[src/sv/ddm_pkg.sv]
`timescale 1ns / 1ps
// shared types, widths and constants of the differential drive mixer
// no dependencies; imported by ddm_datapath and differential_drive_mixer_core

package ddm_pkg;

  // steering and rounding constants
  localparam int unsigned MAX_STEER_DEG  = 35;
  localparam int unsigned TAN_ROM_TOP    = 60;
  localparam int unsigned SPIN_THRESHOLD = 5;
  localparam int unsigned RATIO_FRAC     = 28;

  // field widths
  localparam int unsigned THR_W     = 9;
  localparam int unsigned ANG_W     = 7;
  localparam int unsigned DRIVE_W   = 11;
  localparam int unsigned PWM_W     = 10;
  localparam int unsigned GAIN_W    = 14;
  localparam int unsigned TAN_W     = 17;

  // internal widths
  localparam int unsigned ANG_MAG_W = ANG_W;
  localparam int unsigned SAT_W     = 6;
  localparam int unsigned MAG_W     = THR_W;
  localparam int unsigned GT_W      = GAIN_W + TAN_W;
  localparam int unsigned PROD_W    = MAG_W + GT_W;
  localparam int unsigned BASE_W    = MAG_W + RATIO_FRAC;
  localparam int unsigned VIN_W     = PROD_W + 2;
  localparam int unsigned WHEEL_W   = VIN_W - RATIO_FRAC;

  // spin speed: divide by MAX_STEER_DEG via reciprocal multiply
  localparam int unsigned SPIN_X_W     = PWM_W + SAT_W;
  localparam int unsigned SPIN_SHIFT   = 22;
  localparam int unsigned SPIN_RECIP   =
    ((1 << SPIN_SHIFT) + MAX_STEER_DEG - 1) / MAX_STEER_DEG;
  localparam int unsigned SPIN_RECIP_W = 20;
  localparam int unsigned SPIN_Q_W     = SPIN_X_W + SPIN_RECIP_W;

  // configuration port
  localparam int unsigned CFG_IDX_W  = 1;
  localparam int unsigned CFG_DATA_W = GAIN_W;

  localparam logic [PWM_W-1:0]  PWM_LIMIT_RST  = PWM_W'(255);
  localparam logic [GAIN_W-1:0] TRACK_GAIN_RST = GAIN_W'(2048);

  typedef enum logic [CFG_IDX_W-1:0] {
    CFG_PWM_LIMIT  = 1'b0,
    CFG_TRACK_GAIN = 1'b1
  } cfg_reg_e;

  typedef struct packed {
    logic [PWM_W-1:0]  pwm_limit;
    logic [GAIN_W-1:0] track_gain;
  } cfg_t;

  // round(tan(d deg) * 2^16) for d = 0..60
  localparam logic [TAN_W-1:0] TAN_ROM [TAN_ROM_TOP+1] = '{
    17'd0,      17'd1144,   17'd2289,   17'd3435,   17'd4583,   17'd5734,
    17'd6888,   17'd8047,   17'd9210,   17'd10380,  17'd11556,  17'd12739,
    17'd13930,  17'd15130,  17'd16340,  17'd17560,  17'd18792,  17'd20036,
    17'd21294,  17'd22566,  17'd23853,  17'd25157,  17'd26478,  17'd27818,
    17'd29179,  17'd30560,  17'd31964,  17'd33392,  17'd34846,  17'd36327,
    17'd37837,  17'd39378,  17'd40951,  17'd42560,  17'd44205,  17'd45889,
    17'd47615,  17'd49385,  17'd51202,  17'd53070,  17'd54991,  17'd56970,
    17'd59009,  17'd61113,  17'd63287,  17'd65536,  17'd67865,  17'd70279,
    17'd72785,  17'd75391,  17'd78103,  17'd80930,  17'd83882,  17'd86969,
    17'd90203,  17'd93595,  17'd97161,  17'd100917, 17'd104880, 17'd109070,
    17'd113512
  };

endpackage

[src/sv/ddm_datapath.sv]
`timescale 1ns / 1ps
// five stage mixer datapath: decode and tan lookup, gain multiply,
// throttle multiply, rounding, wheel select and clamp; uses ddm_pkg

module ddm_datapath (
  input  logic                                clk_i,
  input  logic                                rst_ni,
  input  logic                                en_i,
  input  logic                                in_valid_i,
  input  logic signed [ddm_pkg::THR_W-1:0]    throttle_i,
  input  logic signed [ddm_pkg::ANG_W-1:0]    steer_angle_i,
  input  ddm_pkg::cfg_t                       cfg_i,
  output logic                                out_valid_o,
  output logic signed [ddm_pkg::DRIVE_W-1:0]  left_drive_o,
  output logic signed [ddm_pkg::DRIVE_W-1:0]  right_drive_o,
  output logic                                spin_mode_o
);
  import ddm_pkg::*;

  // stage valid bits
  logic s1_valid_q, s2_valid_q, s3_valid_q, s4_valid_q, out_valid_q;

  // stage 1 payload
  logic [MAG_W-1:0]        s1_tmag_q;
  logic                    s1_neg_q, s1_spin_q, s1_straight_q, s1_ang_pos_q;
  logic signed [THR_W-1:0] s1_thr_q;
  logic [SAT_W-1:0]        s1_sat_q;
  logic [TAN_W-1:0]        s1_tan_q;

  // stage 2 payload
  logic [MAG_W-1:0]        s2_tmag_q;
  logic                    s2_neg_q, s2_spin_q, s2_straight_q, s2_ang_pos_q;
  logic signed [THR_W-1:0] s2_thr_q;
  logic [GT_W-1:0]         s2_gt_q;
  logic [SPIN_X_W-1:0]     s2_spin_x_q;

  // stage 3 payload
  logic [MAG_W-1:0]        s3_tmag_q;
  logic                    s3_neg_q, s3_spin_q, s3_straight_q, s3_ang_pos_q;
  logic signed [THR_W-1:0] s3_thr_q;
  logic [PROD_W-1:0]       s3_prod_q;
  logic [SPIN_Q_W-1:0]     s3_spin_q_q;

  // stage 4 payload
  logic                      s4_neg_q, s4_spin_q, s4_straight_q, s4_ang_pos_q;
  logic signed [THR_W-1:0]   s4_thr_q;
  logic signed [WHEEL_W-1:0] s4_outer_q, s4_inner_q;
  logic [PWM_W-1:0]          s4_spd_q;

  // output registers
  logic signed [DRIVE_W-1:0] left_q, right_q;
  logic                      spin_out_q;

  // stage 1: magnitudes, case flags and tan lookup
  logic [ANG_MAG_W-1:0] amag;
  logic [SAT_W-1:0]     sat, rom_idx;
  logic [MAG_W-1:0]     tmag;

  always_comb begin
    amag    = steer_angle_i[ANG_W-1] ? ANG_MAG_W'(-steer_angle_i)
                                     : ANG_MAG_W'(steer_angle_i);
    sat     = (amag > ANG_MAG_W'(MAX_STEER_DEG)) ? SAT_W'(MAX_STEER_DEG)
                                                 : amag[SAT_W-1:0];
    rom_idx = (sat > SAT_W'(TAN_ROM_TOP)) ? SAT_W'(TAN_ROM_TOP) : sat;
    tmag    = throttle_i[THR_W-1] ? MAG_W'(-throttle_i) : MAG_W'(throttle_i);
  end

  // stage 4: wheel rounding, trunc(x + 0.5) toward zero
  logic [BASE_W-1:0]        base;
  logic [PROD_W:0]          vout;
  logic signed [VIN_W-1:0]  vin, vin_neg;
  logic signed [WHEEL_W-1:0] outer, inner;

  always_comb begin
    base    = {s3_tmag_q, {RATIO_FRAC{1'b0}}} + (BASE_W'(1) << (RATIO_FRAC - 1));
    vout    = (PROD_W+1)'(base) + (PROD_W+1)'(s3_prod_q);
    vin     = $signed(VIN_W'(base)) - $signed(VIN_W'(s3_prod_q));
    vin_neg = -vin;
    outer   = $signed({1'b0, vout[PROD_W:RATIO_FRAC]});
    if (vin[VIN_W-1]) begin
      inner = -$signed({1'b0, vin_neg[VIN_W-2:RATIO_FRAC]});
    end else begin
      inner = $signed({1'b0, vin[VIN_W-2:RATIO_FRAC]});
    end
  end

  // stage 5: wheel select, throttle sign, clamp, case select
  logic signed [WHEEL_W-1:0] lim, w_l, w_r, sl, sr, cl, cr, spd;
  logic signed [DRIVE_W-1:0] left_d, right_d;

  always_comb begin
    lim = $signed(WHEEL_W'(cfg_i.pwm_limit));
    spd = $signed(WHEEL_W'(s4_spd_q));
    w_l = s4_ang_pos_q ? s4_outer_q : s4_inner_q;
    w_r = s4_ang_pos_q ? s4_inner_q : s4_outer_q;
    sl  = s4_neg_q ? -w_l : w_l;
    sr  = s4_neg_q ? -w_r : w_r;
    cl  = (sl > lim) ? lim : ((sl < -lim) ? -lim : sl);
    cr  = (sr > lim) ? lim : ((sr < -lim) ? -lim : sr);
    if (s4_spin_q) begin
      left_d  = s4_ang_pos_q ? DRIVE_W'(spd) : DRIVE_W'(-spd);
      right_d = s4_ang_pos_q ? DRIVE_W'(-spd) : DRIVE_W'(spd);
    end else if (s4_straight_q) begin
      left_d  = DRIVE_W'(s4_thr_q);
      right_d = DRIVE_W'(s4_thr_q);
    end else begin
      left_d  = DRIVE_W'(cl);
      right_d = DRIVE_W'(cr);
    end
  end

  // valid bits advance together with the payload
  always_ff @(posedge clk_i or negedge rst_ni) begin
    if (!rst_ni) begin
      s1_valid_q  <= 1'b0;
      s2_valid_q  <= 1'b0;
      s3_valid_q  <= 1'b0;
      s4_valid_q  <= 1'b0;
      out_valid_q <= 1'b0;
    end else if (en_i) begin
      s1_valid_q  <= in_valid_i;
      s2_valid_q  <= s1_valid_q;
      s3_valid_q  <= s2_valid_q;
      s4_valid_q  <= s3_valid_q;
      out_valid_q <= s4_valid_q;
    end
  end

  // payload registers
  always_ff @(posedge clk_i) begin
    if (en_i) begin
      s1_tmag_q     <= tmag;
      s1_neg_q      <= throttle_i[THR_W-1];
      s1_spin_q     <= (throttle_i == '0) && (amag > ANG_MAG_W'(SPIN_THRESHOLD));
      s1_straight_q <= (steer_angle_i == '0);
      s1_ang_pos_q  <= !steer_angle_i[ANG_W-1];
      s1_thr_q      <= throttle_i;
      s1_sat_q      <= sat;
      s1_tan_q      <= TAN_ROM[rom_idx];

      s2_tmag_q     <= s1_tmag_q;
      s2_neg_q      <= s1_neg_q;
      s2_spin_q     <= s1_spin_q;
      s2_straight_q <= s1_straight_q;
      s2_ang_pos_q  <= s1_ang_pos_q;
      s2_thr_q      <= s1_thr_q;
      s2_gt_q       <= GT_W'(cfg_i.track_gain) * GT_W'(s1_tan_q);
      s2_spin_x_q   <= SPIN_X_W'(s1_sat_q) * SPIN_X_W'(cfg_i.pwm_limit);

      s3_tmag_q     <= s2_tmag_q;
      s3_neg_q      <= s2_neg_q;
      s3_spin_q     <= s2_spin_q;
      s3_straight_q <= s2_straight_q;
      s3_ang_pos_q  <= s2_ang_pos_q;
      s3_thr_q      <= s2_thr_q;
      s3_prod_q     <= PROD_W'(s2_tmag_q) * PROD_W'(s2_gt_q);
      s3_spin_q_q   <= SPIN_Q_W'(s2_spin_x_q) * SPIN_Q_W'(SPIN_RECIP);

      s4_neg_q      <= s3_neg_q;
      s4_spin_q     <= s3_spin_q;
      s4_straight_q <= s3_straight_q;
      s4_ang_pos_q  <= s3_ang_pos_q;
      s4_thr_q      <= s3_thr_q;
      s4_outer_q    <= outer;
      s4_inner_q    <= inner;
      s4_spd_q      <= s3_spin_q_q[SPIN_SHIFT +: PWM_W];

      left_q        <= left_d;
      right_q       <= right_d;
      spin_out_q    <= s4_spin_q;
    end
  end

  assign out_valid_o   = out_valid_q;
  assign left_drive_o  = left_q;
  assign right_drive_o = right_q;
  assign spin_mode_o   = spin_out_q;

endmodule

[src/sv/differential_drive_mixer_core.sv]
`timescale 1ns / 1ps
// differential drive mixer top: config registers, stall control, datapath
// depends on ddm_pkg and ddm_datapath
//
// an input beat passes the stage 1 to 4 registers and the output register to output valid
// throughput: one beat per cycle when not stalled; the chained gain*tan and throttle*gain*tan
//   multiplies plus the rounding add each take a stage of their own
// the whole pipeline holds while the output register is full and not taken
// reset clears all valid bits and loads pwm_limit 255 and track_gain 2048

module differential_drive_mixer_core (
  input  logic                                 clk_i,
  input  logic                                 rst_ni,
  input  logic                                 in_valid_i,
  output logic                                 in_ready_o,
  input  logic signed [ddm_pkg::THR_W-1:0]     throttle_i,
  input  logic signed [ddm_pkg::ANG_W-1:0]     steer_angle_i,
  output logic                                 out_valid_o,
  input  logic                                 out_ready_i,
  output logic signed [ddm_pkg::DRIVE_W-1:0]   left_drive_o,
  output logic signed [ddm_pkg::DRIVE_W-1:0]   right_drive_o,
  output logic                                 spin_mode_o,
  input  logic                                 cfg_valid_i,
  output logic                                 cfg_ready_o,
  input  logic [ddm_pkg::CFG_IDX_W-1:0]        cfg_index_i,
  input  logic [ddm_pkg::CFG_DATA_W-1:0]       cfg_data_i
);
  import ddm_pkg::*;

  cfg_t cfg_q;
  logic en;

  // configuration writes, always accepted
  assign cfg_ready_o = 1'b1;

  always_ff @(posedge clk_i or negedge rst_ni) begin
    if (!rst_ni) begin
      cfg_q.pwm_limit  <= PWM_LIMIT_RST;
      cfg_q.track_gain <= TRACK_GAIN_RST;
    end else if (cfg_valid_i) begin
      unique case (cfg_reg_e'(cfg_index_i))
        CFG_PWM_LIMIT:  cfg_q.pwm_limit  <= cfg_data_i[PWM_W-1:0];
        CFG_TRACK_GAIN: cfg_q.track_gain <= cfg_data_i[GAIN_W-1:0];
        default: ;
      endcase
    end
  end

  // pipeline moves whenever the output register can take a beat
  assign en         = !out_valid_o || out_ready_i;
  assign in_ready_o = en;

  ddm_datapath u_datapath (
    .clk_i         (clk_i),
    .rst_ni        (rst_ni),
    .en_i          (en),
    .in_valid_i    (in_valid_i),
    .throttle_i    (throttle_i),
    .steer_angle_i (steer_angle_i),
    .cfg_i         (cfg_q),
    .out_valid_o   (out_valid_o),
    .left_drive_o  (left_drive_o),
    .right_drive_o (right_drive_o),
    .spin_mode_o   (spin_mode_o)
  );

  // spin results turn the wheels against each other
  assert property (@(posedge clk_i) disable iff (!rst_ni)
    out_valid_o && spin_mode_o |-> right_drive_o == -left_drive_o)
    else $error("spin wheels not opposed");

  // spin speed never exceeds the configured limit
  assert property (@(posedge clk_i) disable iff (!rst_ni)
    out_valid_o && spin_mode_o |->
      (left_drive_o <= $signed({1'b0, cfg_q.pwm_limit})) &&
      (left_drive_o >= -$signed({1'b0, cfg_q.pwm_limit})))
    else $error("spin speed beyond pwm limit");

endmodule
[config.mk]
export PLATFORM = sky130hd
export DESIGN_NAME = differential_drive_mixer_core
export DESIGN_NICKNAME = d
export VERILOG_FILES = /design/src/sv/ddm_pkg.sv /design/src/sv/ddm_datapath.sv /design/src/sv/differential_drive_mixer_core.sv
export SDC_FILE = /design/constraint.sdc
export NUM_CORES = 2
export LEC_CHECK = 0
export BUFFER_PORTS_ARGS = -buffer_cell sky130_fd_sc_hd__buf_2
export CAP_MARGIN = 20
export CORE_MARGIN = 2
export CORE_UTILIZATION = 30
export DETAILED_ROUTE_END_ITERATION = 8
export PLACE_DENSITY = 0.48
export SYNTH_ARGS = -nofsm -noshare
export SYNTH_HDL_FRONTEND = slang
export SYNTH_HIERARCHICAL = 1
export SYNTH_SLANG_ARGS = --single-unit
[constraint.sdc]
create_clock -name clk_i -period 9.35 [get_ports clk_i]
set_clock_uncertainty 0.1 [all_clocks]
set_input_delay 0.935 -clock clk_i [delete_from_list [all_inputs] [get_ports clk_i]]
set_output_delay 0.935 -clock clk_i [all_outputs]
set_load 0.05 [all_outputs]
### Word level (Yosys, flattened, before mapping)

Memories as Yosys holds them, arrays and structs flattened. A register that Yosys moved wholly into a read port is not among the register bits.
Index checks and enable logic that the tools add are counted.

| operators by class | value |
|---|---|
| add/sub/neg operators | 11 |
| multiply operators | 4 |
| divide/modulo/power cells | 0 |
| $lt $le $gt $ge | 7 |
| equality and inequality tests | 0 |
| shift-type cells | 0 |
| multiplexer cells | 19 |
| bitwise logic cells | 2 |
| reductions and logical operators | 8 |

Operators with widths:

| cell | number |
|---|---|
| $mux 11 | 10 |
| $mux 14 | 4 |
| $add 37x40->41 | 1 |
| $neg 41->41 | 1 |
| $sub 37x40->41 | 1 |
| $mul 9x31->40 | 1 |
| $add 37x28->37 const B | 1 |
| $mul 14x17->31 | 1 |
| $mul 16x16->31 const B | 1 |
| $gt 14x11->1 | 2 |
| $lt 14x14->1 | 2 |
| $neg 14->14 | 2 |
| $mul 6x10->16 | 1 |
| $neg 10->14 | 1 |
| $neg 13->14 | 1 |
| $mux 13 | 1 |
| $mux 6 | 2 |
| $neg 10->11 | 1 |
| $logic_not 9->1 | 1 |
| $neg 9->9 | 1 |
| $mux 8 | 1 |
| $gt 7x3->1 const B | 1 |
| $gt 7x6->1 const B | 1 |
| $logic_not 7->1 | 1 |
| 9 further kinds | 11 |

| word-level totals | value |
|---|---|
| register bits | 292 |
| bits in latches | 0 |
| memory bits (writable) | 0 |
| ROM bits | 1088 |
| output and inout bits | 26 |
| logic and storage cells | 95 |
| memories | 1 |

Memory list:

| memory | words | bits a word | rd ports | clocked after memory_dff | wr ports | line | RTL |
|---|---|---|---|---|---|---|---|
| (name not given) | 64 | 17 | 1 | 1 | 0 | ddm_datapath.sv:139 | `s1_tan_q <= TAN_ROM[rom_idx];` |

### Depth between registers and ports, before layout

| depth | value |
|---|---|
| word-level depth | 8 |
| depth in mapped cells | 27 |
| depth with buffers taken out | 25 |

### Cells and area by module

Netlist, hierarchy kept.

By module, submodules not included:

| module | instances | cells each | area an instance (µm²) | sequential area each (µm²) |
|---|---|---|---|---|
| ddm_datapath | 1 | 3777 | 36207.2 | 7692.4 |
| differential_drive_mixer_core | 1 | 55 | 1009.7 | 611.8 |

### Worst setup path before layout

No wires, ideal clock.

| timing path | value |
|---|---|
| path type | input to register |
| start | in out_ready_i |
| end | reg u_datapath.out_valid_q (netlist: u_datapath/out_valid_o) |
| arrival | 8.412 ns |
| required time | 9.150 ns |
| path slack | 0.739 ns |
| stages | 2 |
| path buffers | 0 |
| cells stage by stage | nand2b_1 -> mux2_2 |

| between the ends | value |
|---|---|
| longest elaborated chain between the ends | 1 |

Ends and longest elaborated chain:

| what | line | RTL |
|---|---|---|
| start: declaration | differential_drive_mixer_core.sv:19 | `input logic out_ready_i,` |
| $logic_or 1x1->1 | differential_drive_mixer_core.sv:50 | `assign en = !out_valid_o \|\| out_ready_i;` |
| end signal: assignment | ddm_datapath.sv:125 | `out_valid_q <= s4_valid_q;` |
| end: declaration | ddm_datapath.sv:21 | `logic s1_valid_q, s2_valid_q, s3_valid_q, s4_valid_q, out_valid_q;` |

No other way between the ends.
A chain may end at the register's enable or synchronous reset.

### Worst setup path after layout

| timing path | value |
|---|---|
| start | reg cfg_q[4] (netlist name) |
| end | reg u_datapath.s2_gt_q[26] (data pin) |

| between the ends | value |
|---|---|
| longest elaborated chain between the ends | 1 |

Ends and longest elaborated chain:

| what | line | RTL |
|---|---|---|
| start: declaration | differential_drive_mixer_core.sv:30 | `cfg_t cfg_q;` |
| $mul 14x17->31 | ddm_datapath.sv:147 | `s2_gt_q <= GT_W'(cfg_i.track_gain) * GT_W'(s1_tan_q);` |
| end signal: assignment | ddm_datapath.sv:147 |  |
| end: declaration | ddm_datapath.sv:34 | `logic [GT_W-1:0] s2_gt_q;` |

No other way between the ends.

==> results.json <==
{
  "status": "completed",
  "syn_nets": 4714,
  "dr.pass1.iters": 7,
  "grt_pass1_vias": 27100,
  "arrival_ns": 7.87,
  "dieArea_um2": 127000,
  "start_util": 0.301,
  "routed_wl_mm": 95.8,
  "rows": 129,
  "clock_latency_ns": 0.58,
  "cp_cell_sequence": "nand2_1 -> fa_1 -> inv_1 -> fa_1 -> inv_1 -> fa_1 -> fa_1 -> fa_1 -> inv_1 -> fa_1 -> ha_1 -> a21o_1 -> a21o_1 -> a21oi_1 -> nor2_1 -> a221oi_1 -> a211oi_1 -> o31ai_1 -> o211ai_1 -> or2_2 -> a21oi_1 -> xnor2_1",
  "synth_edf_count": 252,
  "critical_path_class": "reg2reg",
  "crit_path_top_delay_cell": "dfrtp_1",
  "critPathBufInv": 3,
  "cts_tree": "yes",
  "min_period_ns": 7.64,
  "rsz0062_at_grt": "false",
  "dpl.hpwl_mm": 76.0,
  "drc": 0,
  "grt_overflow": 0,
  "grt_util_met2": 0.246,
  "die_x_um": 356,
  "antenna_found_initial": 5,
  "syn-cell-area_um2": 37200,
  "tightestPinTransition_ns": 1.02,
  "die_h_um": 356,
  "ys_warn_count": 6,
  "cts-root-buf": "clkbuf_16",
  "cp_max_fo": 18,
  "synth_cell_types": 102,
  "worst_path_largest_cell_delay_ns": 0.72,
  "critPathLaunchType": "flop",
  "setup_tns_ns": 0,
  "drtIter0Drc": 1415,
  "wl_per_cell_um": 17.5,
  "max_freq_ghz": 0.131,
  "globalplace.congestion": 0.839,
  "synth_top_cell_by_area": "fa_1",
  "viasPerCell": 4.78,
  "yosys-top-cells-area": "fa_1, edfxtp_1, ha_1",
  "fillers": 12800,
  "clock_path_buffers": 3,
  "area_growth_pct": 8.78,
  "finalCritPeriodShare": 0.817,
  "synth_area_per_cell_um2": 9.71,
  "hp-class": "reg2reg",
  "grt_pass1_wl_mm": 154,
  "clkTransAtPathRegs_ns": 0.06,
  "yosys-top-cells-count": "inv_1, nand2_1, fa_1, ha_1, edfxtp_1",
  "setup_ws_ns": 1.71,
  "postCtsSetupBuffers": 0,
  "netlist.area_leader.share": 0.260,
  "use_met1": 0.218,
  "ys_ff_latch": 281,
  "nNetsFinal": 4684,
  "worstPathRequired_ns": 9.58,
  "cap_violations": 0,
  "hold_violations": 0,
  "postCtsHoldBufs": 0,
  "num_vias": 26100,
  "cp-end-kind": "flop",
  "critPathTopFamily": "adder cells",
  "synth_flop_cell": "edfxtp_1",
  "instances_no_fill": 5470,
  "h-tree-depth": 2,
  "io_buffer_count": 60,
  "ctsResizeCount": 0,
  "grt_util_all_layers": 0.154,
  "yosysSeqAreaShare": 0.223,
  "yosysMostFrequentCell": "inv_1",
  "grt_busiest_layer": "met2",
  "dpl.cell_count": 5397,
  "synth_cells": 3832,
  "async_reset_ff_frac": 0.103,
  "setup_viol": 0,
  "grt_max_degree": 145,
  "ioPinCount": 62,
  "relSlewSlack": 0.319,
  "drive_gt1_frac": 0.0652,
  "dpl_worst_slack_ns": 1.66,
  "cp_common_cell": "fa_1",
  "core_area_um2": 123000,
  "drv_slew": 0,
  "cts-buffers-inserted": 40,
  "cts.sinks": 281,
  "ant_nets": 0,
  "grtUsageMet3": 0.0202
}
sequential cells by signal, indices dropped and copies added, names as in the netlist, 6 cells and up:
register	flops
u_datapath/s1_thr_q	7
u_datapath/s1_sat_q	6
u_datapath/s4_thr_q	8
u_datapath/left_drive_o	11
u_datapath/s1_tmag_q	9
u_datapath/s2_spin_x_q	16
u_datapath/right_drive_o	11
u_datapath/s3_tmag_q	9
u_datapath/s3_prod_q	40
u_datapath/s3_thr_q	7
u_datapath/s2_gt_q	31
u_datapath/s3_spin_q_q	10
u_datapath/s4_spd_q	10
u_datapath/s4_outer_q	13
u_datapath/s1_tan_q	17
cfg_q	24
u_datapath/s4_inner_q	14
u_datapath/s2_thr_q	7
u_datapath/s2_tmag_q	9
cell type report:
class | count | area, um^2 | share of cell area
multi-input combinational | 2777 | 26000 | 0.642
antenna | 1 | 2.50 | 0.0000618
tap | 1637 | 2050 | 0.0506
clock buffer | 50 | 1070 | 0.0264
clock inverter | 22 | 274 | 0.00677
inverter | 620 | 2330 | 0.0575
sequential | 281 | 8300 | 0.205
timing repair buffer | 82 | 478 | 0.0118
logic make-up (layout without fill, tap and decap cells):
logic type	count (synthesis)	in the layout	share of synthesized area
flops	281	281	0.223
buf+inv	774	774	0.0792
compound gates	497	497	0.0879
other cells	2	3	0.000202
mux	90	90	0.0277
xor+xnor	178	178	0.0421
simple gates	1163	1163	0.158
fa+ha+maj	847	847	0.382
routing by layer:
| metal | wire (um) | vias to the layer above |
|---|---|---|
| li1 | - | 12500 |
| met1 | 45700 | 13100 |
| met2 | 43600 | 456 |
| met3 | 3700 | 140 |
| met4 | 2740 | 2 |
| met5 | 16 | - |
worst reg2reg max path: stages, from the launching register on:
cell and delay (ns):
dfrtp_1 0.72, nand2_1 0.18, fa_1 0.57, inv_1 0.06, fa_1 0.52, inv_1 0.05, fa_1 0.54, fa_1 0.45
fa_1 0.54, inv_1 0.05, fa_1 0.47, ha_1 0.38, a21o_1 0.18, a21o_1 0.17, a21oi_1 0.30, nor2_1 0.09
a221oi_1 0.45, a211oi_1 0.20, o31ai_1 0.55, o211ai_1 0.25, or2_2 0.33, a21oi_1 0.18, xnor2_1 0.08
final timing paths:
path | cells past startpoint | from | slack [ns] | to
max | 22 | cfg_q[4]$_DFFE_PN0P_ | 1.71 | u_datapath/s2_gt_q[26]$_DFFE_PP_
min | 0 | u_datapath/s3_spin_q_q[24]$_DFFE_PP_ | 0.31 | u_datapath/s4_spd_q[2]$_DFFE_PP_
max in group asynchronous | 1 | rst_ni | 8.28 | cfg_q[8]$_DFFE_PN0P_
min in group asynchronous | 1 | rst_ni | 0.34 | u_datapath/out_valid_o$_DFFE_PN0P_
max reg2reg | 22 | cfg_q[4]$_DFFE_PN0P_ | 1.71 | u_datapath/s2_gt_q[26]$_DFFE_PP_
min reg2reg | 0 | u_datapath/s3_spin_q_q[24]$_DFFE_PP_ | 0.31 | u_datapath/s4_spd_q[2]$_DFFE_PP_
per-stage QoR:
step | utilization | cell area (um^2) | hold slack, ns
global placement | 0.317 | 39100 | 0.303
CTS | 0.328 | 40500 | 0.311
detailed placement | 0.317 | 39100 | 0.305
finish | 0.328 | 40500 | 0.309
global route | 0.328 | 40500 | 0.316
floorplan | - | 37200 | 0.300
placed cells by master (no fill, tap or decap), drive strengths merged, types with 22 or more instances in the layout:
| cell | count |
|---|---|
| xnor2 | 121 |
| nand2 | 487 |
| a211oi | 22 |
| clkbuf | 50 |
| o21ai | 100 |
| mux2 | 43 |
| o211ai | 30 |
| a21o | 36 |
| xor2 | 57 |
| and2 | 252 |
| buf | 82 |
| inv | 619 |
| nand3 | 40 |
| mux2i | 47 |
| nor3 | 61 |
| nor2 | 140 |
| or3 | 25 |
| nand2b | 35 |
| edfxtp | 252 |
| fa | 483 |
| ha | 363 |
| a21oi | 129 |
| nor2b | 23 |
| o21a | 29 |
Power is not shown: default switching activity piles up to over one toggle a cycle in this logic, so the estimate is an artifact.
